**src/rfpwd_pkg.sv**
```systemverilog
package rfpwd_pkg;

  // Field widths
  localparam int unsigned DUR_W   = 16;
  localparam int unsigned TOL_W   = 10;
  localparam int unsigned KIND_W  = 3;
  localparam int unsigned COUNT_W = 8;
  localparam int unsigned RAW_W   = 64;
  localparam int unsigned MAN_W   = 32;
  localparam int unsigned BYTE_W  = 8;
  localparam int unsigned CFG_A_W = 2;
  localparam int unsigned CFG_D_W = 16;
  localparam int unsigned OUT_D_W = 144;

  // Default frame length limit
  localparam int unsigned MAX_BITS_DEF = 128;

  // Configuration register indexes
  localparam logic [CFG_A_W-1:0] REG_ONE_MIN   = 2'd0;
  localparam logic [CFG_A_W-1:0] REG_SPLIT     = 2'd1;
  localparam logic [CFG_A_W-1:0] REG_ZERO_MAX  = 2'd2;
  localparam logic [CFG_A_W-1:0] REG_TOLERANCE = 2'd3;

  // Register reset values
  localparam logic [DUR_W-1:0] ONE_MIN_RST   = 16'd200;
  localparam logic [DUR_W-1:0] SPLIT_RST     = 16'd700;
  localparam logic [DUR_W-1:0] ZERO_MAX_RST  = 16'd1700;
  localparam logic [TOL_W-1:0] TOLERANCE_RST = 10'd100;

  // Frame kinds
  localparam logic [KIND_W-1:0] KIND_NONE    = 3'd0;
  localparam logic [KIND_W-1:0] KIND_24BIT   = 3'd1;
  localparam logic [KIND_W-1:0] KIND_MAN_OK  = 3'd2;
  localparam logic [KIND_W-1:0] KIND_MAN_ERR = 3'd3;
  localparam logic [KIND_W-1:0] KIND_OTHER   = 3'd4;

  // Start sync windows (exclusive bounds)
  localparam logic [DUR_W-1:0] SYNC_A_LO = 16'd13240;
  localparam logic [DUR_W-1:0] SYNC_A_HI = 16'd13350;
  localparam logic [DUR_W-1:0] SYNC_B_LO = 16'd10800;
  localparam logic [DUR_W-1:0] SYNC_B_HI = 16'd11280;
  localparam logic [DUR_W-1:0] SYNC_C_LO = 16'd2800;
  localparam logic [DUR_W-1:0] SYNC_C_HI = 16'd2820;

  // Fixed end sync window (exclusive bounds)
  localparam logic [DUR_W-1:0] END_LO = 16'd10700;
  localparam logic [DUR_W-1:0] END_HI = 16'd10800;

  // Frame lengths with a decoded layout
  localparam int unsigned LEN_24BIT = 24;
  localparam int unsigned LEN_MAN   = 64;

  // One result item
  typedef struct packed {
    logic [KIND_W-1:0]  frame_kind;
    logic [COUNT_W-1:0] bit_count;
    logic [RAW_W-1:0]   raw_code;
    logic [BYTE_W-1:0]  group_byte;
    logic [BYTE_W-1:0]  button_byte;
    logic [BYTE_W-1:0]  switch_state;
    logic [MAN_W-1:0]   manchester_value;
    logic [DUR_W-1:0]   start_sync_us;
  } result_t;

  function automatic logic is_start_sync(input logic [DUR_W-1:0] d);
    is_start_sync = (d > SYNC_A_LO && d < SYNC_A_HI) ||
                    (d > SYNC_B_LO && d < SYNC_B_HI) ||
                    (d > SYNC_C_LO && d < SYNC_C_HI);
  endfunction

endpackage

```
**src/rf_pulse_width_frame_decoder_unit.sv**
```systemverilog
// Pulse-width frame decoder for on-off-keyed remote controls.
//
// in_*  : one request per measured low-phase duration (us, 0 = timeout).
// out_* : one request per finished or aborted frame: kind in tuser, decoded
//         fields in tdata. Pulses seen while hunting for a start sync, and
//         bits taken into a frame below its limit, give no output.
// cfg_* : write-only register port; the user is to write it only while the
//         block is idle, which the block itself does not enforce.
//
// The input register holds each accepted pulse; classification and frame
// decode write any result into the output register. Throughput is one pulse
// per cycle unless a result waits and out_tready is low.
//
// Reset: hunting, no frame in progress, registers at their defaults, both
// pipeline registers empty.
// Stall: while out_tready is low with a result pending, the pulse in the
// input register waits, and in_tready drops once that register is full.
module rf_pulse_width_frame_decoder_unit #(
  parameter int unsigned MAX_BITS = rfpwd_pkg::MAX_BITS_DEF
) (
  input  logic                              clk,
  input  logic                              rst_n,
  // Input stream, tdata: low_us [15:0]
  input  logic                              in_tvalid,
  output logic                              in_tready,
  input  logic [rfpwd_pkg::DUR_W-1:0]       in_tdata,
  // Output stream
  output logic                              out_tvalid,
  input  logic                              out_tready,
  // tdata: bit_count [7:0], raw_code [71:8], group_byte [79:72],
  //        button_byte [87:80], switch_state [95:88],
  //        manchester_value [127:96], start_sync_us [143:128]
  output logic [rfpwd_pkg::OUT_D_W-1:0]     out_tdata,
  // tuser: frame_kind [2:0]
  output logic [rfpwd_pkg::KIND_W-1:0]      out_tuser,
  // Configuration
  input  logic                              cfg_we,
  input  logic [rfpwd_pkg::CFG_A_W-1:0]     cfg_addr,
  input  logic [rfpwd_pkg::CFG_D_W-1:0]     cfg_wdata
);
  import rfpwd_pkg::*;

  localparam int unsigned CNT_W = $clog2(MAX_BITS + 1);
  localparam int unsigned IDX_W = $clog2(MAN_W);

  // Configuration registers
  logic [DUR_W-1:0] one_min_r, split_r, zero_max_r;
  logic [TOL_W-1:0] tol_r;

  // Input register
  logic             in_valid_r;
  logic [DUR_W-1:0] in_data_r;

  // Frame state
  logic             coll_r, coll_nxt;
  logic [DUR_W-1:0] sync_r, sync_nxt;
  logic [CNT_W-1:0] count_r, count_nxt;
  logic [RAW_W-1:0] shift_r, shift_nxt;

  // Output register
  logic    out_valid_r, out_valid_nxt;
  result_t res_r, res_nxt;

  // Pipeline control
  logic advance, proc;
  assign advance   = !out_valid_r || out_tready;
  assign proc      = in_valid_r && advance;
  assign in_tready = !in_valid_r || advance;

  // Configuration writes
  always_ff @(posedge clk) begin
    if (!rst_n) begin
      one_min_r  <= ONE_MIN_RST;
      split_r    <= SPLIT_RST;
      zero_max_r <= ZERO_MAX_RST;
      tol_r      <= TOLERANCE_RST;
    end else if (cfg_we) begin
      unique case (cfg_addr)
        REG_ONE_MIN:   one_min_r  <= cfg_wdata;
        REG_SPLIT:     split_r    <= cfg_wdata;
        REG_ZERO_MAX:  zero_max_r <= cfg_wdata;
        REG_TOLERANCE: tol_r      <= cfg_wdata[TOL_W-1:0];
        default: ;
      endcase
    end
  end

  // Input register
  always_ff @(posedge clk) begin
    if (!rst_n) begin
      in_valid_r <= 1'b0;
    end else if (in_tready) begin
      in_valid_r <= in_tvalid;
    end
  end

  always_ff @(posedge clk) begin
    if (in_tready && in_tvalid) begin
      in_data_r <= in_tdata;
    end
  end

  // Pulse classification
  logic             is_one, is_zero, is_end;
  logic [CNT_W:0]   count_inc;
  logic [DUR_W:0]   d_plus_tol, sync_plus_tol;
  logic [RAW_W-1:0] shift_bit;

  always_comb begin
    is_one        = in_data_r > one_min_r && in_data_r < split_r;
    is_zero       = in_data_r > split_r && in_data_r < zero_max_r;
    d_plus_tol    = {1'b0, in_data_r} + {{(DUR_W+1-TOL_W){1'b0}}, tol_r};
    sync_plus_tol = {1'b0, sync_r} + {{(DUR_W+1-TOL_W){1'b0}}, tol_r};
    is_end        = (in_data_r > END_LO && in_data_r < END_HI) ||
                    (d_plus_tol > {1'b0, sync_r} && {1'b0, in_data_r} < sync_plus_tol);
    count_inc     = {1'b0, count_r} + {{CNT_W{1'b0}}, 1'b1};
    shift_bit     = {shift_r[RAW_W-2:0], is_one};
  end

  // Frame state update and frame end selection
  logic             emit;
  logic [CNT_W-1:0] emit_n;
  logic [RAW_W-1:0] emit_raw;

  always_comb begin
    coll_nxt  = coll_r;
    sync_nxt  = sync_r;
    count_nxt = count_r;
    shift_nxt = shift_r;
    emit      = 1'b0;
    emit_n    = '0;
    emit_raw  = '0;
    if (proc) begin
      if (!coll_r) begin
        if (is_start_sync(in_data_r)) begin
          coll_nxt  = 1'b1;
          sync_nxt  = in_data_r;
          count_nxt = '0;
          shift_nxt = '0;
        end
      end else if (is_one || is_zero) begin
        if (count_inc >= (CNT_W+1)'(MAX_BITS)) begin
          emit     = 1'b1;
          emit_n   = count_inc[CNT_W-1:0];
          emit_raw = shift_bit;
        end else begin
          count_nxt = count_inc[CNT_W-1:0];
          shift_nxt = shift_bit;
        end
      end else begin
        // end sync keeps the bits, anything else aborts with none
        emit = 1'b1;
        if (is_end) begin
          emit_n   = count_r;
          emit_raw = (count_r == '0) ? '0 : shift_r;
        end
      end
      if (emit) begin
        coll_nxt  = 1'b0;
        count_nxt = '0;
        shift_nxt = '0;
      end
    end
  end

  // Manchester pairs: highest equal pair stops the decode
  logic [MAN_W-1:0] man_a, man_eq;
  logic [IDX_W-1:0] err_idx;
  logic [IDX_W:0]   man_sh;
  logic [MAN_W-1:0] man_val;

  always_comb begin
    err_idx = '0;
    for (int p = 0; p < MAN_W; p++) begin
      man_a[p]  = emit_raw[2*p+1];
      man_eq[p] = emit_raw[2*p+1] == emit_raw[2*p];
      if (man_eq[p]) begin
        err_idx = IDX_W'(p);
      end
    end
    man_sh  = {1'b0, err_idx} + {{IDX_W{1'b0}}, 1'b1};
    man_val = (|man_eq) ? (man_a >> man_sh) : man_a;
  end

  // Result assembly
  always_comb begin
    res_nxt                  = '0;
    res_nxt.bit_count        = COUNT_W'(emit_n);
    res_nxt.raw_code         = emit_raw;
    res_nxt.start_sync_us    = sync_r;
    if (emit_n == CNT_W'(LEN_24BIT)) begin
      res_nxt.frame_kind   = KIND_24BIT;
      res_nxt.group_byte   = emit_raw[23:16];
      res_nxt.button_byte  = emit_raw[15:8];
      res_nxt.switch_state = emit_raw[7:0];
    end else if (emit_n == CNT_W'(LEN_MAN)) begin
      res_nxt.frame_kind       = (|man_eq) ? KIND_MAN_ERR : KIND_MAN_OK;
      res_nxt.manchester_value = man_val;
    end else if (emit_n != '0) begin
      res_nxt.frame_kind = KIND_OTHER;
    end else begin
      res_nxt.frame_kind = KIND_NONE;
    end
  end

  always_comb begin
    out_valid_nxt = out_valid_r;
    if (proc && emit) begin
      out_valid_nxt = 1'b1;
    end else if (out_tready) begin
      out_valid_nxt = 1'b0;
    end
  end

  // State and output registers
  always_ff @(posedge clk) begin
    if (!rst_n) begin
      coll_r      <= 1'b0;
      sync_r      <= '0;
      count_r     <= '0;
      shift_r     <= '0;
      out_valid_r <= 1'b0;
    end else begin
      coll_r      <= coll_nxt;
      sync_r      <= sync_nxt;
      count_r     <= count_nxt;
      shift_r     <= shift_nxt;
      out_valid_r <= out_valid_nxt;
    end
  end

  always_ff @(posedge clk) begin
    if (proc && emit) begin
      res_r <= res_nxt;
    end
  end

  assign out_tvalid = out_valid_r;
  assign out_tuser  = res_r.frame_kind;
  assign out_tdata  = {res_r.start_sync_us, res_r.manchester_value, res_r.switch_state,
                       res_r.button_byte, res_r.group_byte, res_r.raw_code,
                       res_r.bit_count};

  // Checks
  a_reset_clears: assert property (@(posedge clk) !rst_n |=> !out_valid_r && !coll_r)
    else $error("reset left a frame or a result pending");

  a_count_limit: assert property (@(posedge clk) disable iff (!rst_n)
    count_r < CNT_W'(MAX_BITS))
    else $error("bit count reached the frame limit without ending the frame");

  a_hunt_empty: assert property (@(posedge clk) disable iff (!rst_n)
    !coll_r |-> count_r == '0 && shift_r == '0)
    else $error("bits held while hunting for sync");

  a_empty_result: assert property (@(posedge clk) disable iff (!rst_n)
    out_valid_r && res_r.frame_kind == KIND_NONE |->
      res_r.bit_count == '0 && res_r.raw_code == '0)
    else $error("empty frame result carries bits");

  a_hunt_no_result: assert property (@(posedge clk) disable iff (!rst_n)
    proc && !coll_r |-> !emit)
    else $error("result raised while hunting for sync");

endmodule
```
**config.mk**
```make
export PLATFORM = sky130hd
export DESIGN_NAME = rf_pulse_width_frame_decoder_unit
export DESIGN_NICKNAME = d
export VERILOG_FILES = /design/src/rfpwd_pkg.sv /design/src/rf_pulse_width_frame_decoder_unit.sv
export SDC_FILE = /design/constraint.sdc
export NUM_CORES = 1
export LEC_CHECK = 0
export BUFFER_PORTS_ARGS = -buffer_cell sky130_fd_sc_hd__buf_2
export CAP_MARGIN = 40
export CORE_MARGIN = 4
export CORE_UTILIZATION = 55
export CTS_CLUSTER_SIZE = 16
export DETAILED_ROUTE_END_ITERATION = 8
export GPL_ROUTABILITY_DRIVEN = 1
export GPL_TIMING_DRIVEN = 1
export PLACE_DENSITY_LB_ADDON = 0.1
export SYNTH_ARGS = -nofsm -noshare
export SYNTH_HDL_FRONTEND = slang
export SYNTH_SLANG_ARGS = --single-unit
```
**constraint.sdc**
```tcl
create_clock -name clk -period 24.6 [get_ports clk]
set_input_delay 1.23 -clock clk [delete_from_list [all_inputs] [get_ports clk]]
set_output_delay 1.23 -clock clk [all_outputs]
set_load 0.1 [all_outputs]
```
* Word-level counts from Yosys, hierarchy flattened
Index checks and enable logic that the tools add are counted.
** Storage, ports and cells
- Logic and storage cells :: 177
- Latch bits :: 0
- Input bits :: 39
- Memories kept :: 0
- Bits in writable memories :: 0
- Flip-flop bits (word level) :: 312
- Memory bits (read-only) :: 0
** Operators by class
- Mux-type cells :: 66
- Eq/ne operators :: 39
- Div/mod/pow operators :: 0
- Order comparisons :: 15
- Add/subtract/negate cells :: 4
- Reductions and logical operators :: 31
- $mul :: 0
- Shifts and indexed selects :: 1
- Bitwise logic cells :: 2
** Operators with widths (number)
- $mux W64 :: 11
- $mux W5 :: 30
- $mux W8 :: 10
- $gt A16 B14 Y1 const B :: 3
- $lt A16 B14 Y1 const B :: 3
- $add A16 B10 Y17 :: 2
- $eq A1 B1 Y1 :: 32
- $gt A16 B16 Y1 :: 2
- $lt A16 B16 Y1 :: 2
- $mux W32 :: 1
- $reduce_or A32 Y1 :: 1
- $shr A32 B6 Y32 :: 1
- $gt A17 B16 Y1 :: 1
- $lt A16 B17 Y1 :: 1
- $gt A16 B12 Y1 const B :: 1
- $lt A16 B12 Y1 const B :: 1
- $mux W1 :: 12
- $logic_and A1 B1 Y1 :: 10
- $add A8 B1 Y9 const B :: 1
- $ge A9 B8 Y1 const B :: 1
- $eq A8 B5 Y1 const B :: 1
- $eq A8 B7 Y1 const B :: 1
- $logic_not A8 Y1 :: 1
- $reduce_and A2 Y1 :: 4
- 16 further kinds :: 25

* Logic depth before layout (Yosys ltp)
- Word-level depth :: 43
- Depth in mapped cells :: 35
- Gate-level depth less buffers :: 31

* Worst setup path after synthesis
No wires, ideal clock.
- Path kind :: reg-to-reg
- Start point :: register in_data_r[13]
- End point :: register res_r (netlist bit out_tdata[96]) (data pin)
- Path slack :: 16.161 ns
- Stages on the path, launching flop included :: 17
- Data arrival time :: 8.277 ns
- Path buffers :: 2
- Cell sequence :: edfxtp_1 > ha_1 > nand4_1 > or4_1 > o211ai_1 > a211oi_2 > a21oi_2 > o21ai_2 > inv_1 > buf_2 > buf_1 > o21ai_0 > a311oi_1 > a21oi_1 > a211oi_2 > nor2_1 > o2111ai_1
** Between the ends
- Cells in the longest elaborated chain, start to end :: 43
- Elaborated cells on any way between the ends :: 95
- Those cells by class :: add/sub (2); order compare (8); eq/ne (34); shift (1); mux (41); bitwise (1); reduce/logical (8)
** RTL lines
- start, declared :: line rf_pulse_width_frame_decoder_unit.sv:52 : logic [DUR_W-1:0] in_data_r;
- start signal, assigned :: line rf_pulse_width_frame_decoder_unit.sv:99 : in_data_r <= in_tdata;
- $add A16 B10 Y17 :: line rf_pulse_width_frame_decoder_unit.sv:112 : d_plus_tol = {1'b0, in_data_r} + {{(DUR_W+1-TOL_W){1'b0}}, tol_r};
- $gt A17 B16 Y1 :: line rf_pulse_width_frame_decoder_unit.sv:115 : (d_plus_tol > {1'b0, sync_r} && {1'b0, in_data_r} < sync_plus_tol);
- $logic_and A1 B1 Y1 :: line rf_pulse_width_frame_decoder_unit.sv:115
- $logic_or A1 B1 Y1 :: line rf_pulse_width_frame_decoder_unit.sv:114 : is_end = (in_data_r > END_LO && in_data_r < END_HI) ||
- $mux W64 :: line rf_pulse_width_frame_decoder_unit.sv:153 : if (is_end) begin
- $mux W64 :: line rf_pulse_width_frame_decoder_unit.sv:141 : end else if (is_one || is_zero) begin
- $mux W64 :: line rf_pulse_width_frame_decoder_unit.sv:134 : if (!coll_r) begin
- $mux W64 :: line rf_pulse_width_frame_decoder_unit.sv:133 : if (proc) begin
- $eq A1 B1 Y1 :: line rf_pulse_width_frame_decoder_unit.sv:176 : man_eq[p] = emit_raw[2*p+1] == emit_raw[2*p];
- $mux W1 :: line rf_pulse_width_frame_decoder_unit.sv:177 : if (man_eq[p]) begin
- $mux W5 (30 in a row) :: line rf_pulse_width_frame_decoder_unit.sv:177
- $add A5 B1 Y6 :: line rf_pulse_width_frame_decoder_unit.sv:181 : man_sh = {1'b0, err_idx} + {{IDX_W{1'b0}}, 1'b1};
- $shr A32 B6 Y32 :: line rf_pulse_width_frame_decoder_unit.sv:182 : man_val = (|man_eq) ? (man_a >> man_sh) : man_a;
- $mux W32 :: line rf_pulse_width_frame_decoder_unit.sv:182
- end signal, assigned :: line rf_pulse_width_frame_decoder_unit.sv:234 : res_r <= res_nxt;
- end, declared :: line rf_pulse_width_frame_decoder_unit.sv:62 : result_t res_r, res_nxt;
Several ways; a longest one is shown, not always the timed one.
A chain may end at the register's enable or synchronous reset.

* Worst setup path in the final report
- Start point :: register in_data_r[1]
- End point :: register res_r (netlist bit out_tdata[100]) (data pin)
The elaborated chain is that of the path after synthesis.

==> metrics.cfg <==
[power]
p_sw_mw=0.296
leakagePower_nw=6.92
power.density_nw_per_um2=55.7
p_total_mw=1.19
peakVddDrop_mv=0.0582
internal_power_mw=0.892
power_frac_clock_pct=43.6
pwr-share-comb_pct=9.2
p_seq_share_pct=47.2
sw_frac_of_total_pct=24.9

[floorplan]
num_io_pins=188
core_sq_um=33800
die_w_um=194
num_rows=67
fp.dieH_um=194
die-area_sq_um=37600
start_util_pct=56.3

[timing]
tightest_slew_ns=0.936
grt_setup_unrepaired=false
hold_violations=0
period_needed_ns=9.05
finalClockSkew_ns=0.0193
fin_crit_sh_pct=36.8
timing.final.ws_setup_ns=15.55
setup_tns_ns=0
max_clock_freq_mhz=110
finalMaxSlewViolations=0
setup_viol=0
slew_headroom_pct=37.6

[synthesis]
synthArstFlopShare_pct=0
ys.flop_type=edfxtp_1
syn-mean-instance-area_sq_um=9.27
synth_nets=2192
synth-seq-cells=312
synth-edff-count=163
syn_inst=2051
yosysSeqAreaShare_pct=41.4
ys_types=97
netlist_area_sq_um=19000
ys_warn_count=0

[cts]
insertion_delay_ns=0.56
clockRootBuffer=clkbuf_16
postCtsSetupRepairBufs=0
clk_pin_slew_ns=0.06
holdBufCountCts=0
cts_buffer_depth=3
numCtsBuffers=35
cts.sinks=312
htreeDepth=2
cts_tree=done
cts_resized=0

[worst_setup_path]
worst_ep_required_time_ns=24.85
slowest_stage=a311oi_4
setup.worst_path.start=in_data_r[1]
cp_data_arrival_time_ns=9.30
worst_r2r_path_depth=30
r2r_end=out_tdata[100]
critPathCapture=out_tdata[100]
max_stage_delay_ns=0.75
crit_top_cell=a21oi_1
crit_path_start_kind=flop
worstSetupEndpointType=flop
reg2reg_from=in_data_r[1]
critPathMaxFanout=78
r2r_slack_ns=15.55
critical_path_class=reg -> reg

[hold_path]
hp-class=reg -> reg

[global_route]
antenna_found_initial=0
busiest_layer=met1
met2_usage_pct=44.9
grt_start_max_net_pins=100
grt_pass1_vias=15746
grt_use_met3_pct=7.68
gr-usage-met1_pct=45.6
overflow=0
grt_usage_pct=30.8
grt_pass1_wl_mm=93.1

[routing]
totalWireLength_mm=60.1
avgRoutedWirePerCell_um=22.9
drtPass1Iterations=8
num_vias=16995
drtIter0Drc=1770
drc_errors=0
drtAntennaViolNets=0
via_per_inst=6.48

[cells_and_area]
syn_to_final_growth_pct=12.1
stdcell_count=2624
regArea_sq_um=7880
layout-drive-gt1-share_pct=15.4
fin_nets=2292
multi_input_area_sq_um=10100
num_antenna_cells=0
final_util_pct=63.1
nFillCells=2852

[place]
gp_congestion=0.935
place_ws_ns=15.79
dpl.hpwl_mm=43.3
dp.cells=2562
port_buffers=187

[run_status]
outcome=finished clean

[flow_run]
maxCapViolations=0

==> sequential cells by signal, summed over array words and instances, names as in the netlist <==
name,cells
shift_r,64
one_min_r,16
count_r,8
in_valid_r,1
in_data_r,16
coll_r,1
zero_max_r,16
sync_r,16
tol_r,10
out_tuser,3
out_tvalid,1
out_tdata,144
split_r,16
==> metal layers <==
layer	share of wire (%)	vias to the layer above
li1	-	7860
met1	45	8207
met2	42	829
met3	10	99
met4	2.5	0
met5	0	-
==> layout by cell type (no fill, tap or decap), drive strengths merged, types with 48 or more instances in the layout <==
cell type / netlist / final
a21boi: 48 / 48
clkbuf: 105 / 48
nor3: 56 / 56
ha: 100 / 100
a22oi: 123 / 123
nand2: 201 / 201
nor2: 119 / 119
dfxtp: 149 / 149
inv: 113 / 113
edfxtp: 163 / 163
buf: 57 / 225
a211oi: 59 / 59
nor2b: 88 / 88
a21oi: 97 / 97
o21ai: 73 / 73
==> worst min path at each step <==
stage                   start             end  slack (ns)  depth (start not counted)
3_5_place_dp    zero_max_r[3]   zero_max_r[3]        0.46                          2
4_1_cts           split_r[11]     split_r[11]        0.47                          2
2_1_floorplan      sync_r[13]  out_tdata[141]        0.43                          0
3_3_place_gp       sync_r[13]  out_tdata[141]        0.45                          0
5_1_grt            split_r[1]      split_r[1]        0.48                          2
6_report       zero_max_r[13]  zero_max_r[13]        0.46                          2
==> power by group through the flow <==
stage | Sequential [mW] | Combinational (mW) | Clock [mW]
after global routing | 0.561 | 0.122 | 0.550
after floorplan | 0.569 | 0.0777 | 0
after CTS | 0.560 | 0.108 | 0.527
final | 0.561 | 0.110 | 0.518
after global placement | 0.571 | 0.104 | 0
after detailed placement | 0.571 | 0.107 | 0
==> cells in the mapped netlist (22+ instances only) <==
library cell,n,share of area [%]
nand4_1,26,0.86
ha_1,100,6.6
dfxtp_1,149,16
nand2b_1,22,0.72
nor4_1,25,0.82
a211oi_1,52,2.1
nor2b_1,88,2.9
buf_2,37,0.97
nor2_1,117,2.3
xnor2_1,40,1.8
clkbuf_1,105,2.1
edfxtp_1,163,26
mux2i_1,26,1.4
o21ai_0,62,1.6
nand2_1,200,3.9
a21boi_0,48,1.9
nand3_1,36,0.95
inv_1,112,2.2
a22oi_1,123,4.9
nor3_1,54,1.4
o211ai_1,25,0.99
a21oi_1,95,2.5
==> final cells by class <==
cell class,instances,share of cell area [%]
multi-input combinational,1464,47.2
clock inverter,14,0.599
inverter,113,2.01
sequential,312,37.0
clock buffer,48,4.68
timing repair buffer,225,5.95
tap,448,2.63
==> cell families (layout without fill, tap and decap cells) <==
family          after synthesis  in the layout  synth area share, %
xor+xnor                     51             51                 2.35
simple gates                651            651                 17.2
fa+ha+maj                   102            102                 6.79
compound gates              627            627                 24.1
buf+inv                     275            400                 6.01
mux                          33             33                 2.08
flops                       312            312                 41.4
==> worst max-delay path, delay by kind of cell, from the launching register on <==
family,cells,cell delay [ns]
flip-flops,1,0.60
AO/OA/AOI/OAI,17,4.68
XOR/XNOR,1,0.11
buffers and inverters,2,0.70
adder cells (fa/ha/maj),2,0.69
AND/OR/NAND/NOR,8,1.93
==> per-stage QoR <==
| stage | instance area (sq um) | hold WS, ns |
|---|---|---|
| floorplan | 19000 | 0.429 |
| global placement | 20100 | 0.447 |
| detailed placement | 20200 | 0.458 |
| CTS | 21300 | 0.465 |
| global route | 21300 | 0.483 |
| finish | 21300 | 0.462 |
No activity file was read; power rests on OpenSTA's default activity.
